File: src/rtl/strs_pkg.sv
`default_nettype none

package strs_pkg;

	// Widths fixed by the field definitions
	localparam int ValueW  = 32;
	localparam int TimeW   = 32;
	localparam int CfgIdxW = 2;
	localparam int CfgW    = 32;

	// Item command codes
	typedef enum logic {
		CMD_SAMPLE = 1'b0,
		CMD_TICK   = 1'b1
	} cmd_t;

	// Configuration register indexes
	localparam logic [CfgIdxW-1:0] CFG_REPORT_MIN = 2'd0;
	localparam logic [CfgIdxW-1:0] CFG_REPORT_MAX = 2'd1;
	localparam logic [CfgIdxW-1:0] CFG_ON_CHANGE  = 2'd2;

	// Min/max code bit positions
	localparam int CodeMinBit = 0;
	localparam int CodeMaxBit = 1;

	typedef struct packed {
		logic                     command;
		logic signed [ValueW-1:0] sample_value;
		logic                     sample_valid;
	} item_t;

	typedef struct packed {
		logic                     value_changed;
		logic [1:0]               min_max_code;
		logic                     report_due;
		logic signed [ValueW-1:0] current_value;
		logic                     current_valid;
		logic signed [ValueW-1:0] min_value;
		logic signed [ValueW-1:0] max_value;
		logic                     min_max_valid;
	} result_t;

endpackage

`default_nettype wire

File: src/rtl/sample_tracker_report_scheduler.sv
// Sample tracker and report scheduler. Each input beat is either a sample
// (stores a signed Q16.16 value or marks it as not a number, flags a change and
// updates the running min/max) or a one-millisecond tick (advances a wrapping
// 32-bit ms clock and, while report_min_ms is nonzero, raises report_due by the
// on-change or the pure-time rule; a report clears the pending change and
// restarts the interval). Every input beat gives exactly one result beat.
// The input register feeds the compare/update logic that loads the result
// register, so each accepted beat passes the input register and then the
// result register before it can be taken.
// One beat per cycle is sustained; the only thing that stalls input is a full
// result register that the consumer is not taking. Configuration writes take
// effect on the next cycle and must only be issued while no beat is in flight.
`default_nettype none

module sample_tracker_report_scheduler (
	input  wire logic                              clk,
	input  wire logic                              arst_n,
	// configuration write port
	input  wire logic                              cfg_write,
	input  wire logic [strs_pkg::CfgIdxW-1:0]      cfg_index,
	input  wire logic [strs_pkg::CfgW-1:0]         cfg_data,
	// input items
	input  wire logic                              item_valid,
	output logic                                   item_ready,
	input  wire strs_pkg::item_t                   item,
	// results
	output logic                                   result_valid,
	input  wire logic                              result_ready,
	output strs_pkg::result_t                      result
);

	// Configuration registers
	logic [strs_pkg::TimeW-1:0] report_min_q;
	logic [strs_pkg::TimeW-1:0] report_max_q;
	logic                       on_change_q;

	// Tracker state. The time of the last sample is not kept: nothing
	// observable depends on it.
	logic [strs_pkg::TimeW-1:0]          clock_q;
	logic [strs_pkg::TimeW-1:0]          start_q;
	logic signed [strs_pkg::ValueW-1:0]  value_q;
	logic                                valid_q;
	logic                                pending_q;
	logic signed [strs_pkg::ValueW-1:0]  min_q;
	logic signed [strs_pkg::ValueW-1:0]  max_q;
	logic                                ext_valid_q;

	// Input stage
	logic            valid_s1;
	strs_pkg::item_t item_s1;

	// Result register
	logic              res_valid_q;
	strs_pkg::result_t res_q;

	logic advance;

	// Next-state values
	logic                                same;
	logic signed [strs_pkg::ValueW-1:0]  nxt_value;
	logic                                nxt_valid;
	logic                                nxt_pending;
	logic signed [strs_pkg::ValueW-1:0]  nxt_min;
	logic signed [strs_pkg::ValueW-1:0]  nxt_max;
	logic                                nxt_ext;
	logic                                new_min;
	logic                                new_max;
	logic [strs_pkg::TimeW-1:0]          nxt_clock;
	logic [strs_pkg::TimeW-1:0]          nxt_start;
	logic [strs_pkg::TimeW-1:0]          elapsed;
	logic                                due;
	logic                                changed;
	strs_pkg::result_t                   res_d;

	// The stage moves when the result register is empty or being drained.
	assign advance      = valid_s1 && (!res_valid_q || result_ready);
	assign item_ready   = !valid_s1 || advance;
	assign result_valid = res_valid_q;
	assign result       = res_q;

	always_comb begin
		same        = 1'b0;
		changed     = 1'b0;
		nxt_value   = value_q;
		nxt_valid   = valid_q;
		nxt_pending = pending_q;
		nxt_min     = min_q;
		nxt_max     = max_q;
		nxt_ext     = ext_valid_q;
		new_min     = 1'b0;
		new_max     = 1'b0;
		nxt_clock   = clock_q;
		nxt_start   = start_q;
		elapsed     = '0;
		due         = 1'b0;

		unique case (strs_pkg::cmd_t'(item_s1.command))
			strs_pkg::CMD_SAMPLE: begin
				// Equal only when both sides are numbers and bits match;
				// a NaN sample always counts as a change.
				same = item_s1.sample_valid && valid_q &&
					(item_s1.sample_value == value_q);
				if (!same) begin
					changed     = 1'b1;
					nxt_value   = item_s1.sample_valid ? item_s1.sample_value : '0;
					nxt_valid   = item_s1.sample_valid;
					nxt_pending = 1'b1;
				end
				// Extremes follow the stored value whenever it is a number.
				if (nxt_valid) begin
					new_max = !ext_valid_q || (max_q < nxt_value);
					new_min = !ext_valid_q || (nxt_value < min_q);
					if (new_max) begin
						nxt_max = nxt_value;
					end
					if (new_min) begin
						nxt_min = nxt_value;
					end
					nxt_ext = 1'b1;
				end
			end
			strs_pkg::CMD_TICK: begin
				nxt_clock = clock_q + 32'd1;
				elapsed   = nxt_clock - start_q;   // wraps mod 2^32
				if (report_min_q != '0) begin
					if (on_change_q) begin
						due = (pending_q && (elapsed > report_min_q)) ||
							(elapsed > report_max_q);
					end else begin
						due = elapsed > report_min_q;
					end
				end
				if (due) begin
					nxt_pending = 1'b0;
					nxt_start   = nxt_clock;
				end
			end
			default: ;
		endcase

		res_d                                   = '0;
		res_d.value_changed                     = changed;
		res_d.min_max_code[strs_pkg::CodeMinBit] = new_min;
		res_d.min_max_code[strs_pkg::CodeMaxBit] = new_max;
		res_d.report_due                        = due;
		// a NaN stored value is held as zero, so it reads as zero here
		res_d.current_value                     = nxt_value;
		res_d.current_valid                     = nxt_valid;
		res_d.min_value                         = nxt_min;
		res_d.max_value                         = nxt_max;
		res_d.min_max_valid                     = nxt_ext;
	end

	// Configuration
	always_ff @(posedge clk or negedge arst_n) begin
		if (!arst_n) begin
			report_min_q <= '0;
			report_max_q <= '0;
			on_change_q  <= 1'b0;
		end else if (cfg_write) begin
			unique case (cfg_index)
				strs_pkg::CFG_REPORT_MIN: report_min_q <= cfg_data;
				strs_pkg::CFG_REPORT_MAX: report_max_q <= cfg_data;
				strs_pkg::CFG_ON_CHANGE:  on_change_q  <= cfg_data[0];
				default: ;   // unmapped index, ignored
			endcase
		end
	end

	// Control and tracker state
	always_ff @(posedge clk or negedge arst_n) begin
		if (!arst_n) begin
			valid_s1    <= 1'b0;
			res_valid_q <= 1'b0;
			clock_q     <= '0;
			start_q     <= '0;
			value_q     <= '0;
			valid_q     <= 1'b0;
			pending_q   <= 1'b0;
			min_q       <= '0;
			max_q       <= '0;
			ext_valid_q <= 1'b0;
		end else begin
			if (item_ready) begin
				valid_s1 <= item_valid;
			end
			if (advance) begin
				res_valid_q <= 1'b1;
			end else if (result_ready) begin
				res_valid_q <= 1'b0;
			end
			if (advance) begin
				clock_q     <= nxt_clock;
				start_q     <= nxt_start;
				value_q     <= nxt_value;
				valid_q     <= nxt_valid;
				pending_q   <= nxt_pending;
				min_q       <= nxt_min;
				max_q       <= nxt_max;
				ext_valid_q <= nxt_ext;
			end
		end
	end

	// Payload registers
	always_ff @(posedge clk) begin
		if (item_ready && item_valid) begin
			item_s1 <= item;
		end
		if (advance) begin
			res_q <= res_d;
		end
	end

endmodule

`default_nettype wire

File: config.mk
export PLATFORM = sky130hd
export DESIGN_NAME = sample_tracker_report_scheduler
export DESIGN_NICKNAME = d
export VERILOG_FILES = /design/src/rtl/strs_pkg.sv /design/src/rtl/sample_tracker_report_scheduler.sv
export SDC_FILE = /design/constraint.sdc
export NUM_CORES = 1
export LEC_CHECK = 0
export ABC_AREA = 1
export BUFFER_PORTS_ARGS = -buffer_cell sky130_fd_sc_hd__buf_2
export CORE_ASPECT_RATIO = 1.1
export CORE_MARGIN = 3
export CORE_UTILIZATION = 45
export DETAILED_ROUTE_END_ITERATION = 8
export HOLD_SLACK_MARGIN = 0.05
export SYNTH_ARGS = -nofsm -noshare
export SYNTH_HDL_FRONTEND = slang
export SYNTH_SLANG_ARGS = --single-unit
File: constraint.sdc
create_clock -name clk -period 6 [get_ports clk]
set_input_delay 1.2 -clock clk [delete_from_list [all_inputs] [get_ports clk]]
set_output_delay 1.2 -clock clk [all_outputs]
set_load 0.01 [all_outputs]
; Word level (Yosys, flattened, before mapping)
; Cells that the tools add are included.
[classes]
add_sub_neg = 2
n_mul = 0
n_div = 0
order_cmp = 4
eq_ne = 5
shift = 0
muxes = 24
n_bitwise = 2
n_reduce_logical = 23
[op_table]
columns = op, count
row1 = $mux W32, 10
row2 = $gt A32 B32 Y1, 2
row3 = $lt A32 B32 Y1, 2
row4 = $add A32 B1 Y32 const B, 1
row5 = $eq A32 B32 Y1, 1
row6 = $reduce_bool A32 Y1, 1
row7 = $sub A32 B32 Y32, 1
row8 = $mux W1, 13
row9 = $reduce_and A2 Y1, 4
row10 = $reduce_and A3 Y1, 2
row11 = $logic_and A1 B1 Y1, 5
row12 = $logic_or A1 B1 Y1, 5
row13 = $logic_not A1 Y1, 3
row14 = $eq A2 B1 Y1 const B, 1
row15 = $eq A2 B2 Y1 const B, 1
row16 = $logic_not A2 Y1, 1
row17 = $ne A2 B1 Y1 const B, 1
row18 = $ne A2 B2 Y1 const B, 1
row19 = $not A1 Y1, 2
row20 = $pmux W1 S2, 1
row21 = $reduce_bool A2 Y1, 1
row22 = $reduce_or A2 Y1, 1
[totals]
regBits = 366
latchBits = 0
mem_bits_rw = 0
romBits = 0
out_inout_bits = 104
elab_cells = 84
mem_count = 0

; Depth between registers and ports, before layout
[logic_depth]
word_depth = 10
depth_mapped = 35

; Least setup slack after synthesis
; OpenSTA, ideal clock, no wires.
[synth_timing]
path_kind = input to register
from = input result_ready
to = register res_q (netlist bit result[0]) (enable)
arrival_time_ps = 4763
t_required_ps = 5494
setup_slack_ps = 732
cell_stages = 6
cell_sequence = inv_1 > nand2_1 > nand2_1 > inv_1 > clkbuf_1 > buf_1
[synth_between]
elab_chain_len = 2
[synth_rtl]
columns = item, line_no
row1 = from (decl), sample_tracker_report_scheduler.sv:28  ; input wire logic result_ready,
row2 = $logic_or A1 B1 Y1, sample_tracker_report_scheduler.sv:76  ; assign advance = valid_s1 && (!res_valid_q || result_ready);
row3 = $logic_and A1 B1 Y1, sample_tracker_report_scheduler.sv:76
row4 = via advance, sample_tracker_report_scheduler.sv:56  ; logic advance;
row5 = to (signal assigned), sample_tracker_report_scheduler.sv:211  ; res_q <= res_d;
row6 = to (decl), sample_tracker_report_scheduler.sv:54  ; strs_pkg::result_t res_q;
; The timed path passes the listed nets, and every way through them passes these cells.
; A chain may end at the register's enable or synchronous reset.

; Worst setup path after layout
[layout_timing]
from = register clock_q[0] (netlist bit)
to = register start_q[11] (netlist bit)
[layout_between]
elab_chain_len = 9
elab_cells_between_ends = 10
[layout_rtl]
columns = item, line_no
row1 = from (decl), sample_tracker_report_scheduler.sv:39  ; logic [strs_pkg::TimeW-1:0] clock_q;
row2 = from (signal assigned), sample_tracker_report_scheduler.sv:193  ; clock_q <= nxt_clock;
row3 = $add A32 B1 Y32 *, sample_tracker_report_scheduler.sv:123  ; nxt_clock = clock_q + 32'd1;
row4 = $sub A32 B32 Y32, sample_tracker_report_scheduler.sv:124  ; elapsed = nxt_clock - start_q;
row5 = $gt A32 B32 Y1, "sample_tracker_report_scheduler.sv:127, sample_tracker_report_scheduler.sv:130"
row6 = $logic_and A1 B1 Y1, sample_tracker_report_scheduler.sv:127  ; due = (pending_q && (elapsed > report_min_q)) ||
row7 = $logic_or A1 B1 Y1, sample_tracker_report_scheduler.sv:127
row8 = $mux W1, sample_tracker_report_scheduler.sv:126  ; if (on_change_q) begin
row9 = $mux W1, sample_tracker_report_scheduler.sv:125  ; if (report_min_q != '0) begin
row10 = $mux W1, sample_tracker_report_scheduler.sv:97  ; unique case (strs_pkg::cmd_t'(item_s1.command))
row11 = $reduce_and A3 Y1 (no source line), -
row12 = to (signal assigned), sample_tracker_report_scheduler.sv:194  ; start_q <= nxt_start;
row13 = to (decl), sample_tracker_report_scheduler.sv:40  ; logic [strs_pkg::TimeW-1:0] start_q;
; Mark *: on every way between the ends. The rest lies on a longest branch, timed or not. The select of a mux whose other input is x is not followed.

==> impl_metrics.csv <==
group,metric,value,unit
cells_and_area,nFillCells,4259,
clocking,cts-root-buf,"clkbuf_16",
placement,dp_hpwl,39000,um
status,status,"completed",
synthesis,synth_top_area_frac,0.277,
power_and_ir_drop,comb_power_share,0.491,
clocking,clk_pin_slew,0.06,ns
timing,fmax,177,MHz
clocking,cts_hold_buffers,0,
job,drv_cap,0,
worst_setup_path,slowest_stage,"dfrtp_2",
route,via_per_inst,5.23,
power_and_ir_drop,p_sw,5130,uW
clocking,cts_num_sinks,366,
placement,place_congestion,0.928,
route,vias,16926,
die,initial_utilization,0.462,
cells_and_area,num_antenna_cells,0,
route,antenna_left,0,
synthesis,synth_cells,2475,
worst_setup_path,startpoint_type,"flop",
worst_setup_path,arrival,6.07,ns
placement,dp.cells,3167,
power_and_ir_drop,ir_drop,0.362,mV
timing,min_period,5.65,ns
synthesis,syn_area,20800,um2
cells_and_area,multi_input_area,9280,um2
die,fp-row-count,81,
placement,port_buffers,176,
timing,skew,0.0340,ns
timing,slew_headroom,0.192,
clocking,max-clock-path-buffers,3,
grt,grt_pass1_vias,16592,
die,chipWidth,211,um
grt,grt_max_degree,139,
grt,grt_pass1_wl,86400,um
synthesis,avgSynthCellArea,8.39,um2
synthesis,synth_area_leaders,"dfrtp_1 (28%), edfxtp_1 (20%), nand2_1 (13%), ha_1 (9.5%), inv_1 (6.5%)",
synthesis,seq_area_frac_synth,0.474,
power_and_ir_drop,power.total,12100,uW
worst_hold_path,hold_path_class,"flop to flop",
power_and_ir_drop,p_per_area,515,nW/um2
worst_setup_path,cpMostUsedCell,"nand2_1",
cells_and_area,syn_to_final_growth,13.2,%
synthesis,yosysTopAreaCell,"dfrtp_1",
worst_setup_path,worstPathMaxFanout,32,
timing,tightest_slew,1.21,ns
timing,min_period_over_period,0.942,
worst_setup_path,r2r_setup_slack,0.35,ns
clocking,cts_tree,"done",
route,first_iter_violations,1139,
timing,hold_slack,0.471,ns
timing,finalHoldViolCount,0,
power_and_ir_drop,clkPwrFrac,0.202,
clocking,cts_max_level,2,
die,core-area,45000,um2
synthesis,ys_types,49,
route,wire_per_inst,16.6,um
power_and_ir_drop,p_leak,0.0119,uW
cells_and_area,nets,2860,
timing,slew_violations,0,
timing,setup_viol,0,
die,die_h,231,um
clocking,cts_buffers,40,
power_and_ir_drop,swShare,0.424,
synthesis,ys_warn_count,0,
synthesis,synth_seq_cells,366,
grt,antenna_found_initial,2,
die,die_area,48800,um2
clocking,clock_latency,0.56,ns
power_and_ir_drop,p_int,6970,uW
clocking,ctsResizeCount,0,
power_and_ir_drop,power.share.sequential,0.306,
grt,grt_usage,0.220,
route,drt-pass1-iter-count,5,
cells_and_area,stdcell_count,3238,
route,drc,0,
grt,gr-total-overflow,0,
synthesis,synth_nets,2707,
cells_and_area,fin_util,0.523,
worst_setup_path,cp_slowest_stage_delay,0.43,ns
worst_setup_path,required,6.42,ns
clocking,postCtsSetupBuffers,0,
worst_setup_path,critPathKind,"flop to flop",
cells_and_area,seq_area,9840,um2
route,wl,53700,um
worst_setup_path,endpoint_kind,"flop",
die,io-pin-count,177,
cells_and_area,post_route_cells_drive_above_1_share,0.106,
-- worst paths after layout --
path / start / to / depth (start not counted)
max in group asynchronous: arst_n / clock_q[0] / 2
worst max-delay path: clock_q[0] / start_q[11] / 35
worst min-delay path: start_q[25] / start_q[25] / 2
worst min register to register: start_q[25] / start_q[25] / 2
min in group asynchronous: arst_n / min_q[6] / 1
worst max register to register: clock_q[0] / start_q[11] / 35
-- cell families (layout without fill, tap and decap cells) --
kind of cell	count (synthesis)	after routing	share of synthesized area
XOR/XNOR	69	69	0.0291
flip-flops	366	366	0.474
adder cells (fa/ha/maj)	159	159	0.0961
AO/OA/AOI/OAI	320	320	0.0825
buffers and inverters	442	624	0.0824
AND/OR/NAND/NOR	1119	1119	0.236
-- state kept, by name, indices dropped and copies added, names as in the netlist --
name,count
result,102
item_s1,34
clock_q,32
max_q,32
min_q,32
report_max_q,32
report_min_q,32
start_q,32
value_q,32
ext_valid_q,1
on_change_q,1
pending_q,1
result_valid,1
valid_q,1
valid_s1,1
-- cells in the final DEF, fill, tap and decap left out, types with 4 or more instances in the layout --
cell type / synthesis / routed
nand2_1: 702 / 701
inv_1: 359 / 356
dfrtp_1: 230 / 229
o21ai_0: 175 / 175
buf_2: 12 / 175
nand3_1: 173 / 170
ha_1: 158 / 158
edfxtp_1: 136 / 136
a21oi_1: 97 / 95
and2_1: 64 / 64
nand4_1: 58 / 58
nor2_1: 57 / 56
xor2_1: 55 / 54
clkbuf_16: 0 / 40
nor3_1: 32 / 31
nor4_1: 15 / 14
xnor2_1: 14 / 14
buf_4: 6 / 14
clkbuf_1: 53 / 10
o21bai_1: 7 / 7
o211ai_1: 7 / 7
clkinv_2: 0 / 7
nand3_2: 3 / 6
o22ai_1: 6 / 6
nor3_2: 3 / 4
a31oi_1: 4 / 4
bufinv_16: 0 / 4
clkinv_1: 0 / 4
-- critical path, delay by kind of cell (launching register included) --
kind	cells	cell delay, ns
adder cells (fa/ha/maj)	3	0.88
flip-flops	1	0.43
AND/OR/NAND/NOR	25	3.29
AO/OA/AOI/OAI	2	0.23
XOR/XNOR	1	0.15
buffers and inverters	4	0.52
-- power by group through the flow --
stage / sequential, uW / clock (uW) / combinational (uW)
2_1_floorplan: 3770 / 0 / 4180
3_3_place_gp: 3720 / 0 / 5750
3_5_place_dp: 3750 / 0 / 5900
4_1_cts: 3710 / 2520 / 5940
5_1_grt: 3780 / 2610 / 6820
6_report: 3710 / 2450 / 5950
-- area by class of cell --
| class | count | area share |
|---|---|---|
| clock buffer | 52 | 0.0453 |
| clock inverter | 19 | 0.00899 |
| inverter | 360 | 0.0577 |
| multi-input combinational | 1667 | 0.394 |
| tap | 581 | 0.0309 |
| timing repair buffer | 193 | 0.0443 |
| sequential | 366 | 0.418 |
-- Yosys cell counts, drive strengths merged --
master   count
nor4        17
dfrtp      230
a21oi       97
o221ai       1
and2        64
nand3      176
a31oi        4
o2111ai      1
xor2        55
o21a         3
o311ai       1
a221oi       3
o21bai       7
ha         158
and3         1
clkbuf      53
a21o         3
edfxtp     136
o211a        1
nor3b        1
xnor2       14
buf         29
nand4       59
a211oi       3
o22ai        6
o21ai      178
or3b         1
o211ai       7
nor3        36
nor2        57
nand2      705
or2          2
inv        360
a21boi       4
a211o        1
fa           1
-- layer usage --
layer  up-vias  wire, um  GRT usage  share of wire
met3        93      2510     0.0292          0.047
met4         0      1760     0.0714          0.033
met5         -         0          0              0
met1      8016     23100      0.286           0.43
met2       397     26300      0.382           0.49
li1       8420         -          -              -
-- through the flow --
step                      cell area, um2  worst slack (ns)  TNS (ns)
after detailed placement           22200             0.295         0
after CTS                          23500             0.241         0
after global routing               23500           -0.0650    -0.579
final                              23500             0.347         0
after global placement             22200             0.281         0
after floorplan                    20800             0.732         0
No activity file was read; power rests on OpenSTA's default activity.
